<file path="config.mk">
export PLATFORM = sky130hd
export DESIGN_NAME = gcut_ctrl
export DESIGN_NICKNAME = d
export VERILOG_FILES = /design/src/sv/gcut_pkg.sv /design/src/sv/gcut_ctrl.sv
export SDC_FILE = /design/constraint.sdc
export NUM_CORES = 1
export LEC_CHECK = 0
export ABC_AREA = 1
export ABC_CLOCK_PERIOD_IN_PS = 1350
export BUFFER_PORTS_ARGS = -buffer_cell sky130_fd_sc_hd__buf_2
export CORE_AREA = 3 3 40 42
export CTS_CLUSTER_SIZE = 20
export DETAILED_ROUTE_END_ITERATION = 8
export DIE_AREA = 0 0 43 45
export GPL_ROUTABILITY_DRIVEN = 0
export SLEW_MARGIN = 20
export SYNTH_ARGS = -nofsm -noshare
export SYNTH_HDL_FRONTEND = slang
export SYNTH_SLANG_ARGS = --single-unit
export TNS_END_PERCENT = 100
</file>
<file path="constraint.sdc">
create_clock -name i_clk -period 1.35 [get_ports i_clk]
set_input_delay 0.0675 -clock i_clk [delete_from_list [all_inputs] [get_ports i_clk]]
set_output_delay 0.0675 -clock i_clk [all_outputs]
set_load 0.05 [all_outputs]
</file>
<file path="src/sv/gcut_pkg.sv">
// ----------------------------------------------------------------------------
// gcut_pkg: shared types and constants for the guillotine cut solver
// Field widths, controller states and the command/status bundles that join
// the controller to the datapath.
// ----------------------------------------------------------------------------
package gcut_pkg;

    // Fixed widths of the request and response fields.
    localparam int SIDE_W   = 5;
    localparam int PIECE_W  = 9;
    localparam int RESULT_W = 9;

    typedef enum logic [2:0] {
        ST_CLEAR,
        ST_IDLE,
        ST_ENTRY,
        ST_LOOKUP,
        ST_CAND,
        ST_DRAIN,
        ST_WRITE,
        ST_RESP
    } t_state;

    // Commands from the controller to the datapath.
    typedef struct packed {
        logic clr_step;   // write zero at the clear pointer and advance it
        logic load;       // capture the request and start the sweep
        logic ent_adv;    // current table entry is settled, move to the next
        logic ent_init;   // start the split search for the current entry
        logic cand_step;  // issue one split candidate and advance the iterator
        logic ent_wr;     // store the search result for the current entry
    } t_cmd;

    // Status from the datapath to the controller.
    typedef struct packed {
        logic clr_last;       // clear pointer is at the last table entry
        logic req_invalid;    // request on the input channel is out of range
        logic ent_infeasible; // current entry has more pieces than cells
        logic ent_known;      // table read of the current entry is non-zero
        logic ent_single;     // current entry asks for a single piece
        logic cand_last;      // iterator is at the final split candidate
        logic sweep_last;     // current entry is the requested one
    } t_sts;

endpackage

</file>
<file path="src/sv/gcut_ctrl.sv">
// ----------------------------------------------------------------------------
// gcut_ctrl: sequencing controller for the guillotine cut solver
// Runs the table clearing pass, the bottom-up sweep over table entries and
// the per-entry split search, and owns both channel handshakes.
// ----------------------------------------------------------------------------
module gcut_ctrl (
    input  logic          i_clk,
    input  logic          i_rst_n,
    input  logic          i_in_valid,
    output logic          o_in_ready,
    output logic          o_out_valid,
    input  logic          i_out_ready,
    input  gcut_pkg::t_sts i_sts,
    output gcut_pkg::t_cmd o_cmd
);
    import gcut_pkg::*;

    t_state r_state;
    t_state n_state;

    always_ff @(posedge i_clk) begin
        if (!i_rst_n) begin
            r_state <= ST_CLEAR;
        end else begin
            r_state <= n_state;
        end
    end

    always_comb begin
        n_state     = r_state;
        o_cmd       = '0;
        o_in_ready  = 1'b0;
        o_out_valid = 1'b0;
        case (r_state)
            ST_CLEAR: begin
                o_cmd.clr_step = 1'b1;
                if (i_sts.clr_last) begin
                    n_state = ST_IDLE;
                end
            end
            ST_IDLE: begin
                o_in_ready = 1'b1;
                if (i_in_valid) begin
                    o_cmd.load = 1'b1;
                    n_state    = i_sts.req_invalid ? ST_RESP : ST_ENTRY;
                end
            end
            ST_ENTRY: begin
                // The table read for this entry is issued in this cycle.
                if (i_sts.ent_infeasible) begin
                    o_cmd.ent_adv = 1'b1;
                    n_state       = i_sts.sweep_last ? ST_RESP : ST_ENTRY;
                end else begin
                    n_state = ST_LOOKUP;
                end
            end
            ST_LOOKUP: begin
                if (i_sts.ent_known) begin
                    o_cmd.ent_adv = 1'b1;
                    n_state       = i_sts.sweep_last ? ST_RESP : ST_ENTRY;
                end else begin
                    o_cmd.ent_init = 1'b1;
                    n_state        = i_sts.ent_single ? ST_WRITE : ST_CAND;
                end
            end
            ST_CAND: begin
                o_cmd.cand_step = 1'b1;
                if (i_sts.cand_last) begin
                    n_state = ST_DRAIN;
                end
            end
            ST_DRAIN: begin
                // The last candidate's read data is folded in at this edge.
                n_state = ST_WRITE;
            end
            ST_WRITE: begin
                o_cmd.ent_wr  = 1'b1;
                o_cmd.ent_adv = 1'b1;
                n_state       = i_sts.sweep_last ? ST_RESP : ST_ENTRY;
            end
            ST_RESP: begin
                o_out_valid = 1'b1;
                if (i_out_ready) begin
                    n_state = ST_IDLE;
                end
            end
            default: begin
                n_state = ST_IDLE;
            end
        endcase
    end

    // A response only appears right after a rejected request or the end of a sweep.
    a_rsp_after_work: assert property (@(posedge i_clk) disable iff (!i_rst_n)
        $rose(o_out_valid) |-> $past(o_cmd.load || o_cmd.ent_adv))
        else $error("response raised without a finished request");

    // The split search runs without a gap until its final candidate.
    a_cand_run: assert property (@(posedge i_clk) disable iff (!i_rst_n)
        (o_cmd.cand_step && !i_sts.cand_last) |=> o_cmd.cand_step)
        else $error("split search stopped before its last candidate");
endmodule

</file>
==> results of run 1 <==
==> kinds of logic after synthesis <==
| kind of cell | synth area share |
|---|---|
| and+or+nand+nor | 0.5409 |
| buffers and inverters | 0.1815 |
| AOI/OAI and AO/OA | 0.1067 |
| DFF | 0.1708 |
==> layout by cell type, fill, tap and decap left out <==
cell / instances
o21ai_1: 1
inv_1: 12
nor2_4: 1
dfxtp_2: 1
nand2_2: 3
inv_2: 3
buf_4: 1
a21oi_1: 3
nor3_1: 1
nor2_2: 3
nor3_4: 1
nor2_1: 7
nand2_1: 16
buf_2: 16
dfxtp_4: 2
or2_1: 1
clkbuf_1: 1
buf_6: 1
nand3_1: 6
clkbuf_4: 4
nand4_1: 1
nor3_2: 1
o21ai_2: 1
a21oi_2: 1
==> how the worst max path moves through the flow <==
stage	from	endpoint	slack [ns]
4_1_cts	r_state[0]	o_cmd[3]	0.009
2_1_floorplan	r_state[2]	o_cmd[3]	-0.14
3_3_place_gp	r_state[0]	o_cmd[3]	0.14
5_1_grt	r_state[2]	o_cmd[3]	0.009
3_5_place_dp	r_state[0]	r_state[2]	0.13
6_report	r_state[2]	o_cmd[4]	0.09
==> repair_timing <==
item / CTS / global route
hold buffers: 0 / 0
gates resized for setup: 3 / 5
endpoints found under the setup margin: 2 / 4
==> routing by layer <==
| metal | wire length [um] | vias up |
|---|---|---|
| li1 | - | 245 |
| met1 | 437 | 166 |
| met2 | 393 | 14 |
| met3 | 82 | 0 |
| met4 | 0 | 0 |
| met5 | 0 | - |
==> per-stage QoR <==
stage          total power, W  setup WS (ns)
3_5_place_dp         0.001088         0.1259
2_1_floorplan       0.0009111        -0.1420
5_1_grt              0.001404       0.008774
6_report             0.001274        0.09066
4_1_cts              0.001264       0.009447
3_3_place_gp         0.001085         0.1422
==> power breakdown <==
| part | switching (W) | total [W] | internal (W) |
|---|---|---|---|
| clock network | 0.0000450 | 0.000156 | 0.000111 |
| logic | 0.000639 | 0.000891 | 0.000252 |
| registers | 0.0000765 | 0.000227 | 0.000151 |
| total | 0.000761 | 0.00127 | 0.000513 |
==> cell type report <==
type	instances	area, sq um
Clock buffer	4	26.28
Fill cell	165	762.0
Inverter	15	56.30
Multi-Input combinational cell	47	246.5
Sequential cell	3	68.82
Tap cell	15	18.77
Timing Repair Buffer	19	106.4
==> worst reg2reg max path, cell delays in order, from the launching register on <==
cell and delay (ns):
dfxtp_4 0.36, nor2_1 0.16, nand2_1 0.10, o21ai_2 0.18, nor2_2 0.07, nand2_1 0.07
a21oi_1 0.05
==> run summary, run 1 <==
HP Start: i_rst_n
Non-Filler Instances: 103
clock latency on the worst-skew pair: 0.23 ns
sequence of cells on the critical path: nor2_1 -> nand2_1 -> nor2_2 -> clkbuf_4
PD cells: 2436 mW/mm^2
cells on worst reg2reg path: 6
Seq/Total Area, Yosys: 0.1708
synth-to-layout area growth: 48.75%
Crit path largest cell delay: 0.35 ns
cell area after layout: 523.0 sq um
worst path arrival time: 1.19 ns
Critical Path Sink Type: primary output
RSZ-0062 raised after global routing: false
fraction of layout cells with a size suffix above 1: 0.4432
synthesized area: 351.6 sq um
CP max FO: 5
port buffer count: 18
Clock Sinks: 3
root buffer cell: clkbuf_4
chip height: 45 um
Post-synth EDFFs: 0
H-tree Lvls: 1
Crit. path cell count: 4
Ys Warns: 0
TNS Setup: 0 ns
post-route ant nets: 0
ys async rst share: 0
Fmax: 0.7941 GHz
placed cell areas: 479.2 sq um
Hold Path End: r_state[2]
# diodes: 0
nets: 100
Slew Limit Fails: 0
Leakage Power: 0.3040 nW
Slew HR: 0.8342
top post-synthesis cells by count: nand2_1 (16), inv_1 (12), nor2_1 (8)
DRC violations left: 0
FF-to-FF End: r_state[2]
vias in the first global route: 411
Reg clk slew, reported paths: 0.04 ns
standard-cell row count: 13
Yosys top cell by area: dfxtp_1
Least-Margin Pin Slew: 0.2505 ns
run status: complete, no violations
Starting Density: 0.2736
CTS tree: yes
Top reg by flops: r_state
reg2reg setup slack: 0.24 ns
Largest regs: r_state (3)
Core Area: 0.001285 sq mm
Horiz. Die Dim: 43 um
max-cap viol count: 0
placed cell count: 99
final hold viol count: 0
post-synth top area share: 0.1708
detailed-route via count: 425
min Tclk post-route: 1.259 ns
post-synthesis cell type count: 17
IO Pins: 19
Worst EP required: 1.28 ns
global route overflow: 0
gr usage total: 0.1074
final setup fails: 0
initial DRC count: 4
Top FF cell, synth: dfxtp_1
clock tree buffer depth: 2
Max VDD drop: 1162 uV
Synth area leaders: dfxtp_1 (17%), nand2_1 (17%), inv_1 (13%)
pin count of the biggest net entering global routing: 8
vias per std cell: 4.126
Post-Route Utilization: 0.4070
CTS buffer count: 3
Most Crowded Layer GR: met2
crit share post-route: 0.9328
antenna violations before repair: 0
Synth Area per Inst: 5.327 sq um
WL/cell: 8.864 um
first-pass iteration count of the detailed router: 3
GR Util met2: 0.1587
crit-path leading delay family: simple AND/OR/NAND/NOR gates
reg2reg start: r_state[0]
GRT met3 Usage: 0.05578
final WL: 913 um
max reg flops: 3
Synth Net Count: 77
Critical Path Slowest Stage Cell: dfxtp_4
Synth Register Bits: 3
hold_ws: 0.08380 ns
most frequent cell after synthesis: nand2_1
GRT met1 Usage: 0.1349
Hold Crit Class: input port to register
CP bufs+invs: 1
hpwl dp: 756.3 um
first-pass GRT wire length: 1545 um
WHS Path Cells: 3
clk_skew: 0.0008711 ns
Mapped Cells: 66
post-CTS setup buffers: 0
critical path type: register to primary output
Die ar.: 0.001935 sq mm
Critical Path Source Type: register
(Power assumes the default switching activity.)
==> run 2, diff against run 1 <==
--- a/config.mk
+++ b/config.mk
@@ -6,10 +6,10 @@
 export NUM_CORES = 1
 export LEC_CHECK = 0
 export ABC_AREA = 1
-export ABC_CLOCK_PERIOD_IN_PS = 1350
+export ABC_CLOCK_PERIOD_IN_PS = 1100
 export BUFFER_PORTS_ARGS = -buffer_cell sky130_fd_sc_hd__buf_2
 export CORE_AREA = 3 3 40 42
-export CTS_CLUSTER_SIZE = 20
+export CTS_CLUSTER_SIZE = 8
 export DETAILED_ROUTE_END_ITERATION = 8
 export DIE_AREA = 0 0 43 45
 export GPL_ROUTABILITY_DRIVEN = 0
==> constraint.sdc (replaced) <==
create_clock -name i_clk -period 1.1 [get_ports i_clk]
set_input_delay 0.055 -clock i_clk [delete_from_list [all_inputs] [get_ports i_clk]]
set_output_delay 0.055 -clock i_clk [all_outputs]
set_load 0.05 [all_outputs]
==> run summary, run 2 (same netlist as run 1, synthesis figures left out) <==
Reg clk slew, reported paths: 0.04 ns (about the same)
reg2reg setup slack: -0.04 ns (was 0.24 ns)
nets: 106 (was 100)
synth-to-layout area growth: 97.51% (was 48.75%)
Worst Slack Setup Final: -0.1135 ns (was 0.09066 ns)
first-pass GRT wire length: 1918 um (was 1545 um)
fraction of layout cells with a size suffix above 1: 0.6383 (was 0.4432)
PD cells: 2967 mW/mm^2 (was 2436 mW/mm^2)
H-tree Lvls: 1 (unchanged)
final WL: 1122 um (was 913 um)
Non-Filler Instances: 109 (was 103)
RSZ-0062 raised after global routing: true (was false)
cells on worst reg2reg path: 8 (was 6)
combinational fraction of design power: 0.760 (was 0.699)
pin count of the biggest net entering global routing: 7 (was 8)
most frequent cells in the layout: nand2_1 (12), buf_2 (10), inv_1 (9) (was nand2_1 (16), buf_2 (16), inv_1 (12))
critical path type: register to primary output (unchanged)
global route overflow: 0 (unchanged)
initial DRC count: 6 (was 4)
Leakage Power: 0.3617 nW (was 0.3040 nW)
Clock power frac: 0.092 (was 0.122)
Die ar.: 0.001935 sq mm (unchanged)
worst path arrival time: 1.16 ns (was 1.19 ns)
Worst EP required: 1.04 ns (was 1.28 ns)
first-pass iteration count of the detailed router: 4 (was 3)
commonest non-fill, non-tap cell in the layout: nand2_1
run status: finished with violations (was complete, no violations)
vias per std cell: 4.560 (was 4.126)
detailed-route via count: 497 (was 425)
Top reg by flops: r_state (unchanged)
post-route ant nets: 0 (unchanged)
clock tree buffer depth: 2 (unchanged)
vias in the first global route: 509 (was 411)
Hold Crit Class: input port to register (unchanged)
Internal Power: 0.0009184 W (was 0.0005132 W)
root buffer cell: clkbuf_4 (unchanged)
sequential power share: 0.148 (was 0.178)
WL/cell: 10.29 um (was 8.864 um)
crit share post-route: 1.103
Critical Path Source Type: register (unchanged)
failing checks: negative setup slack
sw frac: 0.5543 (was 0.5972)
final hold viol count: 0 (unchanged)
max reg flops: 3 (unchanged)
chip height: 45 um (unchanged)
Clock Sinks: 3 (unchanged)
CTS buffer count: 3 (unchanged)
Slew HR: 0.8659 (was 0.8342)
Pwr Total: 0.002060 W (was 0.001274 W)
IO Pins: 19 (unchanged)
Setup crit end: o_cmd[3] (was o_cmd[4])
clk_skew: 0.002065 ns (was 0.0008711 ns)
Fmax: 0.8241 GHz
Core Area: 0.001285 sq mm (unchanged)
# diodes: 0 (unchanged)
max-cap viol count: 0 (unchanged)
reg2reg start: r_state[2] (was r_state[0])
Slew Limit Fails: 0 (unchanged)
WHS Path Cells: 3 (unchanged)
CTS tree: yes (unchanged)
Largest regs: r_state (3) (unchanged)
placed cell count: 102 (was 99)
min Tclk post-route: 1.214 ns
Max VDD drop: 1915 uV (was 1162 uV)
FF-to-FF End: r_state[1] (was r_state[2])
clock latency on the worst-skew pair: 0.23 ns (about the same)
P_sw: 0.001142 W (was 0.0007608 W)
DRC violations left: 0 (unchanged)
antenna violations before repair: 0 (unchanged)
Least-Margin Pin Slew: 0.2004 ns (was 0.2505 ns)
fill count: 125 (was 165)
Critical Path Sink Type: primary output (unchanged)
gr usage total: 0.1266 (was 0.1074)
CP startpoint: r_state[1] (was r_state[2])
port buffer count: 18 (unchanged)
CP max FO: 6 (was 5)
Starting Density: 0.2736 (unchanged)
standard-cell row count: 13 (unchanged)
Hold-fix buffers, CTS: 0 (unchanged)
hpwl dp: 839.7 um (was 756.3 um)
final setup fails: 11 (was 0)
Horiz. Die Dim: 43 um (unchanged)
==> run 2: final cells by class <==
type                            instances  area [sq um]  share of cell area
Sequential cell                         3         71.32              0.1027
Multi-Input combinational cell         47         317.8              0.4577
Inverter                               15         63.81             0.09189
Tap cell                               15         18.77             0.02703
Clock buffer                            4         26.28             0.03784
Timing Repair Buffer                   25         196.4              0.2829
==> run 2: power groups by stage <==
stage	combinational (W)	clock, W	sequential [W]
global placement	0.00119	0	0.000251
global route	0.00169	0.000200	0.000313
CTS	0.00148	0.000190	0.000291
detailed placement	0.00121	0	0.000251
floorplan	0.000952	0	0.000238
finish	0.00157	0.000190	0.000305
==> run 2: per-layer routing <==
metal,vias up,GRT usage,wire length (um)
met5,-,0,0
met4,0,0.03614,0
met3,0,0.01195,52
met2,18,0.2575,625
met1,220,0.1373,444
li1,259,-,-
==> run 2: how the worst min path moves through the flow <==
stage / from / to / slack (ns)
2_1_floorplan: i_rst_n / r_state[1] / 0.19
3_3_place_gp: i_rst_n / r_state[1] / 0.31
6_report: i_rst_n / r_state[1] / 0.09
4_1_cts: i_rst_n / r_state[2] / 0.08
3_5_place_dp: i_rst_n / r_state[2] / 0.33
5_1_grt: i_rst_n / r_state[1] / 0.11
==> run 2: worst max-delay path, cell delays in order, from the launching register on <==
cell	delay [ns]
dfxtp_4	0.40
nand2_4	0.10
nor2_4	0.15
nand2_2	0.07
nand2_4	0.07
buf_8	0.13
==> run 2: repair_timing <==
action                     CTS  global route
pin swaps                    5             1
hold endpoints to repair     0             0
gates resized for setup     30             9
setup buffers                3             0
setup endpoints to repair   11            11
==> run 2: per-stage QoR <==
stage	setup WS [ns]	utilization	TNS (ns)	hold WS, ns	area, sq um
final	-0.1135	0.5404	-0.6050	0.08660	694.4
after global routing	-0.1633	0.5404	-1.225	0.1060	694.4
after CTS	-0.1028	0.5180	-0.7417	0.08330	665.6
after detailed placement	-0.04754	0.4090	-0.09182	0.3259	525.5
after global placement	-0.04212	0.4090	-0.08035	0.3131	525.5
after floorplan	-0.1613	-	-0.6271	0.1915	397.9
